File: config.mk
export PLATFORM = sky130hd
export DESIGN_NAME = pna_ctrl
export DESIGN_NICKNAME = d
export VERILOG_FILES = /design/src/design/pna_pkg.sv /design/src/design/pna_ctrl.sv
export SDC_FILE = /design/constraint.sdc
export NUM_CORES = 1
export LEC_CHECK = 0
export ABC_AREA = 0
export ABC_CLOCK_PERIOD_IN_PS = 2000
export BUFFER_PORTS_ARGS = -buffer_cell sky130_fd_sc_hd__buf_2
export CAP_MARGIN = 20
export CORE_AREA = 2 2 39 41
export CTS_CLUSTER_DIAMETER = 40
export DETAILED_ROUTE_END_ITERATION = 7
export DIE_AREA = 0 0 41 43
export PLACE_DENSITY_LB_ADDON = 0.08
export SLEW_MARGIN = 25
export SYNTH_ARGS = -nofsm -noshare
export SYNTH_HDL_FRONTEND = slang
export SYNTH_SLANG_ARGS = --single-unit
File: constraint.sdc
create_clock -name clock -period 2 [get_ports clock]
set_input_delay 0.3 -clock clock [delete_from_list [all_inputs] [get_ports clock]]
set_output_delay 0.3 -clock clock [all_outputs]
set_load 0.03 [all_outputs]
File: src/design/pna_pkg.sv
// Port number allocator package: sizes, opcodes, status codes and the
// command/status structs between controller and datapath. No dependencies.
package pna_pkg;

   localparam int PORT_COUNT = 65536;
   localparam int OWNER_BITS = 16;

   localparam int FIELD_W    = 16;
   localparam int WORD_W     = 64;
   localparam int BIT_IDX_W  = 6;
   localparam int WORD_COUNT = (PORT_COUNT + WORD_W - 1) / WORD_W;
   localparam int SUM_COUNT  = (WORD_COUNT + WORD_W - 1) / WORD_W;
   localparam int WIDX_W     = (WORD_COUNT > 1) ? $clog2(WORD_COUNT) : 1;
   localparam int SIDX_W     = (SUM_COUNT > 1) ? $clog2(SUM_COUNT) : 1;
   localparam int PIDX_W     = (PORT_COUNT > 1) ? $clog2(PORT_COUNT) : 1;
   localparam int CNT_W      = WIDX_W + 1;

   localparam int PORT_REM = PORT_COUNT % WORD_W;
   localparam int WORD_REM = WORD_COUNT % WORD_W;
   localparam logic [WORD_W-1:0] LAST_PAD =
      (PORT_REM == 0) ? '0 : ~((64'd1 << PORT_REM) - 64'd1);
   localparam logic [WORD_W-1:0] SUM_PAD =
      (WORD_REM == 0) ? '0 : ~((64'd1 << WORD_REM) - 64'd1);

   localparam logic [1:0] OP_CLAIM_NAMED = 2'd0;
   localparam logic [1:0] OP_CLAIM_ANY   = 2'd1;
   localparam logic [1:0] OP_RELEASE     = 2'd2;
   localparam logic [1:0] OP_LOOKUP      = 2'd3;

   localparam logic [1:0] ST_OK        = 2'd0;
   localparam logic [1:0] ST_BUSY      = 2'd1;
   localparam logic [1:0] ST_NONE_FREE = 2'd2;
   localparam logic [1:0] ST_NOT_HELD  = 2'd3;

   typedef struct packed {
      logic clr_step;
      logic accept;
      logic sum_step;
      logic eval;
   } ctrl_cmd_type;

   typedef struct packed {
      logic clr_last;
      logic req_any;
   } dp_status_type;

endpackage

File: src/design/pna_ctrl.sv
// Port number allocator controller: clearing pass, then sequences one item
// at a time through summary read, bitmap read and update. Uses pna_pkg.
module pna_ctrl (
   input  logic                   clock,
   input  logic                   reset,
   input  logic                   start,
   output logic                   busy,
   output pna_pkg::ctrl_cmd_type  cmd,
   input  pna_pkg::dp_status_type status
);
   import pna_pkg::*;

   localparam logic [1:0] S_CLR  = 2'd0;
   localparam logic [1:0] S_IDLE = 2'd1;
   localparam logic [1:0] S_SUM  = 2'd2;
   localparam logic [1:0] S_EVAL = 2'd3;

   logic [1:0] state_ff;
   logic [1:0] state_in;

   always_comb begin
      state_in = state_ff;
      cmd      = '0;
      unique case (state_ff)
         S_CLR: begin
            cmd.clr_step = 1'b1;
            if (status.clr_last) begin
               state_in = S_IDLE;
            end
         end
         S_IDLE: begin
            if (start) begin
               cmd.accept = 1'b1;
               state_in   = status.req_any ? S_SUM : S_EVAL;
            end
         end
         S_SUM: begin
            cmd.sum_step = 1'b1;
            state_in     = S_EVAL;
         end
         S_EVAL: begin
            cmd.eval = 1'b1;
            state_in = S_IDLE;
         end
      endcase
   end

   always_ff @(posedge clock) begin
      if (reset) begin
         state_ff <= S_CLR;
      end else begin
         state_ff <= state_in;
      end
   end

   assign busy = (state_ff != S_IDLE);

endmodule

==> out/qor.yml, run 1 <==
synth-seq-cells: 2
p_sw_w: 0.000231
drv_slew: 0
ant_nets: 0
grt_pass1_wl_um: 683
hold_viol_final: 0
hold_path_class: "in -> reg"
skew_ns: 0.00228
timing.final.ws_setup_ns: 0.520
synth_top_area_share_pct: 29.6
drc: 0
portBuffers: 9
largest_registers: "state_ff x2"
die_y_um: 43
place_ws_ns: 0.644
yosysSeqAreaShare_pct: 23.7
diodes: 0
max_slew_margin_pct: 85.1
required_ns: 1.70
wl_per_cell_um: 8.33
status: "completed"
cp.arrival_ns: 1.18
crit_fanout: 4
antenna_found_initial: 0
grt_util_all_layers_pct: 6.51
tightest_slew_ns: 0.224
switching_share_pct: 49.6
grt_setup_unrepaired: "no"
cts_hold_buffers: 0
drive_gt1_share_pct: 37.5
area_growth_pct: 51.9
grt_max_degree: 5
largest_register_ffs: 2
vias: 169
worstSetupStartpointType: "register"
grt_busiest_layer: "met4"
root_buffer: "clkbuf_4"
first_pass_iters: 2
fmax_ghz: 0.676
vias_per_cell: 3.52
pwr-share-comb_pct: 63.8
fin_crit_ns: 1.48
fin_area_um2: 256
syn-num-nets: 29
maxCapViolations: 0
synth_warnings: 0
ys_types: 10
end_kind: "output pin"
cts.sinks: 2
placed_cell_area_um2: 234
nets: 43
power_density_nw_per_um2: 1810
postCtsSetupBuffers: 0
use_met1_pct: 6.69
setup_viol: 0
grtUsageMet2_pct: 7.19
whs_ns: 0.251
drt_iter0_drc: 1
grtUsageMet3_pct: 4.71
cts_tree: "built"
final_core_util_pct: 18.5
timing.rr.end: "state_ff[1]$_SDFFE_PP0P_"
synth.area.top_cells: "ha_1 (30%), dfxtp_1 (24%), inv_1 (11%), nor2b_1 (7.4%), o21ai_0 (5.9%)"
synth_largest_area_cell: "ha_1"
setup_tns_ns: 0
wl_um: 400
cp-endpoint: "cmd[2]"
ios: 10
final_common_cell: "buf_2"
cts_max_level: 1
die_area_um2: 1760
reg2reg_slack_ns: 0.63
period_share_pct: 74.0
grt_remaining_overflow: 0
irDropWorstVdd_mv: 0.420
cts_buffer_depth: 2
gp_congestion: 0.638
max_flop_register: "state_ff"
p_leak_nw: 0.132
cts_buffers: 3
internal_power_w: 0.000235
synth_area_per_cell_um2: 8.45
start_util_pct: 12.2
place_hpwl_um: 316
seqPwrFrac_pct: 17.1
cts-resized-gates: 0
layout_common_cells: "buf_2 (9), inv_1 (5), ha_1 (4), clkbuf_4 (3)"
chipWidth_um: 41
coreArea_um2: 1380
r2r.worst_path.cells: 5
cp-startpoint: "state_ff[1]$_SDFFE_PP0P_"
grt_pass1_vias: 182
syn_inst: 20
clk_pin_slew_worst_paths_ns: 0.03
syn_area_um2: 169
worstReg2RegStart: "state_ff[1]$_SDFFE_PP0P_"
rows: 14
p_clk_share_pct: 19.2
insertion_delay_ns: 0.22
crit_type: "reg -> out"
==> power groups by stage <==
stage | logic, W | registers [W] | clock network (W)
3_5_place_dp | 0.000300 | 0.0000806 | 0
3_3_place_gp | 0.000309 | 0.0000829 | 0
4_1_cts | 0.000302 | 0.0000799 | 0.0000951
6_report | 0.000297 | 0.0000794 | 0.0000891
5_1_grt | 0.000331 | 0.0000838 | 0.000106
2_1_floorplan | 0.000239 | 0.0000756 | 0
==> cell type report <==
cell class	count	area, um^2
Inverter	5	18.8
Fill cell	161	1130
Sequential cell	2	40.0
Clock buffer	3	22.5
Multi-Input combinational cell	13	110
Tap cell	16	20.0
Timing Repair Buffer	9	45.0
==> critical path, cell delays in order, from the launching register on <==
cell     delay (ns)
dfxtp_1        0.37
inv_1          0.08
ha_1           0.20
and2_1         0.14
buf_2          0.17
==> cells in the mapped netlist <==
cell      count
a21oi_1       1
nor2b_1       2
dfxtp_1       2
o21ai_0       2
ha_1          4
or3b_1        1
o211ai_1      1
inv_1         5
o311a_1       1
and2_1        1
==> layer usage <==
metal / up-vias / wire [um]
met5: - / 0
met4: 0 / 0
met3: 0 / 38
met2: 6 / 179
met1: 71 / 182
li1: 92 / -
==> cell families after synthesis <==
group                      Yosys count  synth area share [%]
DFF                                  2                  23.7
and+or+nand+nor                      4                  16.3
buffers and inverters                5                  11.1
AOI/OAI and AO/OA                    5                  19.3
adders and majority gates            4                  29.6
==> how the worst min path moves through the flow <==
stage / from / end / slack, ns / cells after the start
after detailed placement: reset / state_ff[1]$_SDFFE_PP0P_ / 0.48 / 2
after CTS: reset / state_ff[1]$_SDFFE_PP0P_ / 0.24 / 2
after floorplan: reset / state_ff[1]$_SDFFE_PP0P_ / 0.37 / 1
after global placement: reset / state_ff[1]$_SDFFE_PP0P_ / 0.49 / 2
final: reset / state_ff[1]$_SDFFE_PP0P_ / 0.25 / 2
after global routing: reset / state_ff[1]$_SDFFE_PP0P_ / 0.24 / 2
==> per-stage QoR <==
stage,cells,total power (W)
after floorplan,20,0.000314
after CTS,48,0.000477
after global routing,48,0.000520
after global placement,45,0.000392
after detailed placement,45,0.000381
final,48,0.000465
No activity file was read; power rests on OpenSTA's default activity.
==> run 2, diff against run 1 <==
--- a/config.mk
+++ b/config.mk
@@ -6,7 +6,7 @@
 export NUM_CORES = 1
 export LEC_CHECK = 0
 export ABC_AREA = 0
-export ABC_CLOCK_PERIOD_IN_PS = 2000
+export ABC_CLOCK_PERIOD_IN_PS = 1300
 export BUFFER_PORTS_ARGS = -buffer_cell sky130_fd_sc_hd__buf_2
 export CAP_MARGIN = 20
 export CORE_AREA = 2 2 39 41
==> constraint.sdc (replaced) <==
create_clock -name clock -period 1.3 [get_ports clock]
set_input_delay 0.195 -clock clock [delete_from_list [all_inputs] [get_ports clock]]
set_output_delay 0.195 -clock clock [all_outputs]
set_load 0.03 [all_outputs]
==> out/qor.yml, run 2 (same netlist as run 1, synthesis figures left out) <==
status: "completed"
grt_pass1_wl_um: 752  # +10%
irDropWorstVdd_mv: 0.787  # +88%
power_density_nw_per_um2: 2810  # +55%
r2r.worst_path.cells: 5  # unchanged
period_share_pct: 97.8
wl_per_cell_um: 8.64  # +3.7%
grt_pass1_vias: 194  # +6.6%
gp_congestion: 0.618  # -3.2%
root_buffer: "clkbuf_4"
die_area_um2: 1760  # unchanged
grt_max_degree: 5  # unchanged
min_to: "state_ff[1]$_SDFFE_PP0P_"
setup_viol: 0  # unchanged
drc: 0  # unchanged
tightest_slew_ns: 0.197  # -0.0265 ns
maxCapViolations: 0  # unchanged
hold_viol_final: 0  # unchanged
fill_cells: 168  # +4.3%
worstSetupStartpointType: "register"
first_pass_iters: 2  # unchanged
final_common_cell: "buf_2"
vias: 189  # +12%
crit_type: "reg -> reg"
antenna_found_initial: 0  # unchanged
drv_slew: 0  # unchanged
postCtsSetupBuffers: 0  # unchanged
cts_tree: "built"
p_leak_nw: 0.155  # +18%
max_flop_register: "state_ff"
wl_um: 432  # +8.0%
largest_register_ffs: 2  # unchanged
grt_setup_unrepaired: "yes"
vias_per_cell: 3.78  # +7.4%
reg2reg_slack_ns: 0.03  # -0.60 ns
required_ns: 1.45  # -0.25 ns
cts_max_level: 1  # unchanged
largest_registers: "state_ff x2"
rows: 14  # unchanged
hp-start: "reset"
drive_gt1_share_pct: 70.6  # +33 points
timing.rr.end: "state_ff[1]$_SDFFE_PP0P_"
drt_iter0_drc: 1  # unchanged
layout_common_cells: "buf_2 (8), clkbuf_4 (3)"
dp_cells: 47  # +4.4%
grt_util_all_layers_pct: 6.91  # +0.40 points
hold_path_class: "in -> reg"
area_growth_pct: 96.3
crit_fanout: 4  # unchanged
cts_buffers: 3  # unchanged
die_y_um: 43  # unchanged
diodes: 0  # unchanged
max_slew_margin_pct: 86.7  # +1.7 points
regArea_um2: 45.0  # +12%
worstReg2RegStart: "state_ff[1]$_SDFFE_PP0P_"
insertion_delay_ns: 0.22  # about the same
ios: 10  # unchanged
cts.sinks: 2  # unchanged
nets: 45  # +4.7%
grt_remaining_overflow: 0  # unchanged
cp.arrival_ns: 1.42  # +0.24 ns
chipWidth_um: 41  # unchanged
skew_ns: 0.00284  # +0.000564 ns
start_util_pct: 12.2  # unchanged
clk_pin_slew_worst_paths_ns: 0.03  # about the same
final_core_util_pct: 24.0  # +5.4 points
fmax_ghz: 0.786
final_cells: 50  # +4.2%
portBuffers: 9  # unchanged
whs_path_depth: 2  # unchanged
ant_nets: 0  # unchanged
multiInputGateArea_um2: 154  # +40%
fin_crit_ns: 1.27
cts_buffer_depth: 2  # unchanged
end_kind: "register"
coreArea_um2: 1380  # unchanged
run 2: how the worst max path moves through the flow:
| stage | end | cells past startpoint | start | slack (ns) |
|---|---|---|---|---|
| 4_1_cts | state_ff[1]$_SDFFE_PP0P_ | 5 | state_ff[1]$_SDFFE_PP0P_ | -0.004 |
| 6_report | state_ff[1]$_SDFFE_PP0P_ | 5 | state_ff[1]$_SDFFE_PP0P_ | 0.03 |
| 5_1_grt | state_ff[1]$_SDFFE_PP0P_ | 5 | state_ff[1]$_SDFFE_PP0P_ | -0.01 |
| 2_1_floorplan | state_ff[1]$_SDFFE_PP0P_ | 5 | state_ff[0]$_SDFFE_PP0P_ | 0.001 |
| 3_5_place_dp | state_ff[1]$_SDFFE_PP0P_ | 5 | state_ff[0]$_SDFFE_PP0P_ | -0.05 |
| 3_3_place_gp | state_ff[1]$_SDFFE_PP0P_ | 5 | state_ff[1]$_SDFFE_PP0P_ | -0.05 |
run 2: routing by layer:
metal,routed length (um),GRT usage [%],part of all wire [%],vias up
li1,-,-,-,93
met1,181,7.01,42,87
met2,193,9.06,45,9
met3,58,4.71,13,0
met4,0,6.00,0,0
met5,0,0,0,-
run 2: final cells by class:
type / instances / share of cell area [%]
clock buffer: 3 / 6.79
inverter: 5 / 7.17
multi-input combinational: 13 / 46.4
sequential: 2 / 13.6
tap: 16 / 6.04
timing repair buffer: 11 / 20.0
run 2: power breakdown:
part	switching (W)	internal, W	leakage [nW]
Clock	0.0000347	0.000102	0.0138
Sequential	0.0000431	0.000108	0.0175
Combinational	0.000348	0.000296	0.124
run 2: critical path, stage by stage, from the launching register on:
cell	delay, ns
dfxtp_2	0.34
inv_4	0.05
ha_4	0.15
nor2b_4	0.13
or3b_1	0.39
a21oi_2	0.14
run 2: metrics by stage:
step | area [um^2] | power (W) | setup slack [ns] | hold WS (ns) | setup TNS [ns]
4_1_cts | 297 | 0.000861 | -0.00408 | 0.145 | -0.00408
3_3_place_gp | 262 | 0.000695 | -0.0535 | 0.376 | -0.0535
2_1_floorplan | 181 | 0.000547 | 0.00118 | 0.264 | 0
5_1_grt | 332 | 0.00104 | -0.0122 | 0.136 | -0.0122
6_report | 332 | 0.000932 | 0.0284 | 0.145 | 0
3_5_place_dp | 262 | 0.000679 | -0.0474 | 0.380 | -0.0474
run 2: timing repair:
action	CTS	global route
hold buffers	0	0
pin swaps	0	2
endpoints found under the setup margin	2	3
resized for setup	6	9
==> run 3, diff against run 2 <==
--- a/config.mk
+++ b/config.mk
@@ -14,6 +14,7 @@
 export DETAILED_ROUTE_END_ITERATION = 7
 export DIE_AREA = 0 0 41 43
 export PLACE_DENSITY_LB_ADDON = 0.08
+export SETUP_SLACK_MARGIN = 0.4
 export SLEW_MARGIN = 25
 export SYNTH_ARGS = -nofsm -noshare
 export SYNTH_HDL_FRONTEND = slang
==> out/qor.yml, run 3 (same netlist as run 1, synthesis figures left out) <==
portBuffers: 9  # unchanged
grt_remaining_overflow: 0  # unchanged
maxCapViolations: 0  # unchanged
worstReg2RegStart: "state_ff[0]$_SDFFE_PP0P_"
rows: 14  # unchanged
chipWidth_um: 41  # unchanged
nets: 46  # +2.2%
crit_type: "reg -> out"
max_slew_margin_pct: 85.6  # -1.1 points
power_density_nw_per_um2: 2930  # +4.2%
first_pass_iters: 1  # -1
final_common_cell: "buf_6"
layout_common_cells: "buf_6 (6), buf_2 (4), ha_4 (3), clkbuf_4 (3)"
cts_hold_buffers: 0  # unchanged
timing.final.ws_setup_ns: -0.0123  # -0.0407 ns
place_ws_ns: 0.0204  # +0.0678 ns
r2r.worst_path.cells: 5  # unchanged
min_to: "state_ff[1]$_SDFFE_PP0P_"
grt_pass1_wl_um: 745  # -0.93%
required_ns: 1.11  # -0.34 ns
cts_tree: "built"
largest_register_ffs: 2  # unchanged
place_hpwl_um: 365
irDropWorstVdd_mv: 0.676  # -14%
largest_registers: "state_ff x2"
max_stage_delay_ns: 0.34  # -0.05 ns
start_util_pct: 12.2  # unchanged
multiInputGateArea_um2: 169  # +9.8%
timing.rr.end: "state_ff[1]$_SDFFE_PP0P_"
grt_util_all_layers_pct: 6.51  # -0.40 points
root_buffer: "clkbuf_4"
worstSetupStartpointType: "register"
p_leak_nw: 0.166  # +6.8%
wl_um: 442  # +2.3%
antenna_found_initial: 0  # unchanged
gp_congestion: 0.672  # +8.8%
drv_slew: 0  # unchanged
grt_setup_unrepaired: "yes"
drt_iter0_drc: 0  # -1
cts.sinks: 2  # unchanged
hp-start: "reset"
diodes: 0  # unchanged
grt_max_degree: 5  # unchanged
cp_slowest_cell: "dfxtp_2"
cp_common_cell: "buf_6"
coreArea_um2: 1380  # unchanged
reg2reg_slack_ns: 0.01  # -0.02 ns
cts_buffers: 3  # unchanged
ant_nets: 0  # unchanged
fill_cells: 154  # -8.3%
tightest_slew_ns: 0.213  # +0.0165 ns
status: "complete, but fails checks"
failed_checks: "negative setup slack"
die_area_um2: 1760  # unchanged
fin_crit_ns: 1.31  # +0.0407 ns
ios: 10  # unchanged
end_kind: "output pin"
wl_per_cell_um: 8.67  # +0.31%
crit_fanout: 2  # -2
drc: 0  # unchanged
die_y_um: 43  # unchanged
skew_ns: 0.000696  # -0.00215 ns
regArea_um2: 45.0  # unchanged
crit_family: "flip-flops"
whs_path_depth: 2  # unchanged
drive_gt1_share_pct: 85.7  # +15 points
worstPathCellList: "inv_4 -> ha_4 -> buf_6 -> and2_4 -> buf_6"
cp.arrival_ns: 1.12  # -0.30 ns
cts_buffer_depth: 2  # unchanged
final_core_util_pct: 27.7  # +3.7 points
setup_viol: 1  # +1
hold_path_class: "in -> reg"
grt_pass1_vias: 189  # -2.6%
period_share_pct: 101  # +3.1 points
fmax_ghz: 0.762  # -3.1%
cts_max_level: 1  # unchanged
insertion_delay_ns: 0.22  # about the same
max_flop_register: "state_ff"
crit_buf_inv: 3  # +2
vias_per_cell: 3.63  # -4.0%
vias: 185  # -2.1%
hold_viol_final: 0  # unchanged
area_growth_pct: 127
clk_pin_slew_worst_paths_ns: 0.03  # about the same
[run 3: area by class of cell]
class	instances	area share (%)
clock buffer	3	5.88
inverter	5	6.21
multi-input combinational	13	44.1
sequential	2	11.8
tap	16	5.23
timing repair buffer	12	26.8
[run 3: worst reg2reg max path: stages, from the launching register on]
cell	delay [ns]
dfxtp_4	0.37
inv_4	0.04
ha_4	0.15
nor2b_4	0.13
or3b_4	0.39
a21oi_2	0.14
[run 3: stage by stage]
| stage | std cells | hold slack, ns | cell area [um^2] | TNS (ns) | power [W] |
|---|---|---|---|---|---|
| floorplan | 20 | 0.257 | 201 | 0 | 0.000600 |
| global placement | 47 | 0.367 | 282 | 0 | 0.000749 |
| detailed placement | 47 | 0.373 | 282 | 0 | 0.000742 |
| CTS | 50 | 0.135 | 362 | -0.0614 | 0.00105 |
| global route | 51 | 0.146 | 383 | -0.0786 | 0.00121 |
| finish | 51 | 0.142 | 383 | -0.0123 | 0.00112 |
[run 3: report_power, final]
| part | switching [W] | internal [W] | leakage, nW |
|---|---|---|---|
| logic | 0.000393 | 0.000439 | 0.135 |
| registers | 0.0000443 | 0.000108 | 0.0175 |
| clock network | 0.0000345 | 0.000102 | 0.0138 |
| total | 0.000472 | 0.000649 | 0.166 |
[run 3: how the worst max path moves through the flow]
| stage | startpoint | endpoint | depth (start not counted) |
|---|---|---|---|
| final | state_ff[1]$_SDFFE_PP0P_ | cmd[2] | 5 |
| after global routing | state_ff[0]$_SDFFE_PP0P_ | state_ff[1]$_SDFFE_PP0P_ | 5 |
| after CTS | state_ff[1]$_SDFFE_PP0P_ | cmd[2] | 5 |
| after detailed placement | state_ff[1]$_SDFFE_PP0P_ | state_ff[1]$_SDFFE_PP0P_ | 5 |
| after global placement | state_ff[1]$_SDFFE_PP0P_ | state_ff[1]$_SDFFE_PP0P_ | 5 |
| after floorplan | state_ff[1]$_SDFFE_PP0P_ | state_ff[1]$_SDFFE_PP0P_ | 5 |
[run 3: timing repair]
item,4_1_cts,5_1_grt
gates resized for setup,14,6
endpoints found under the setup margin,7,7
setup buffers,0,1
pin swaps,1,3
[run 3: layer usage]
layer	vias to the layer above	routed length, um	track usage [%]
met2	5	228	9.38
met4	0	0	6.00
met3	0	37	1.57
met5	-	0	0
met1	84	177	7.32
li1	96	-	-
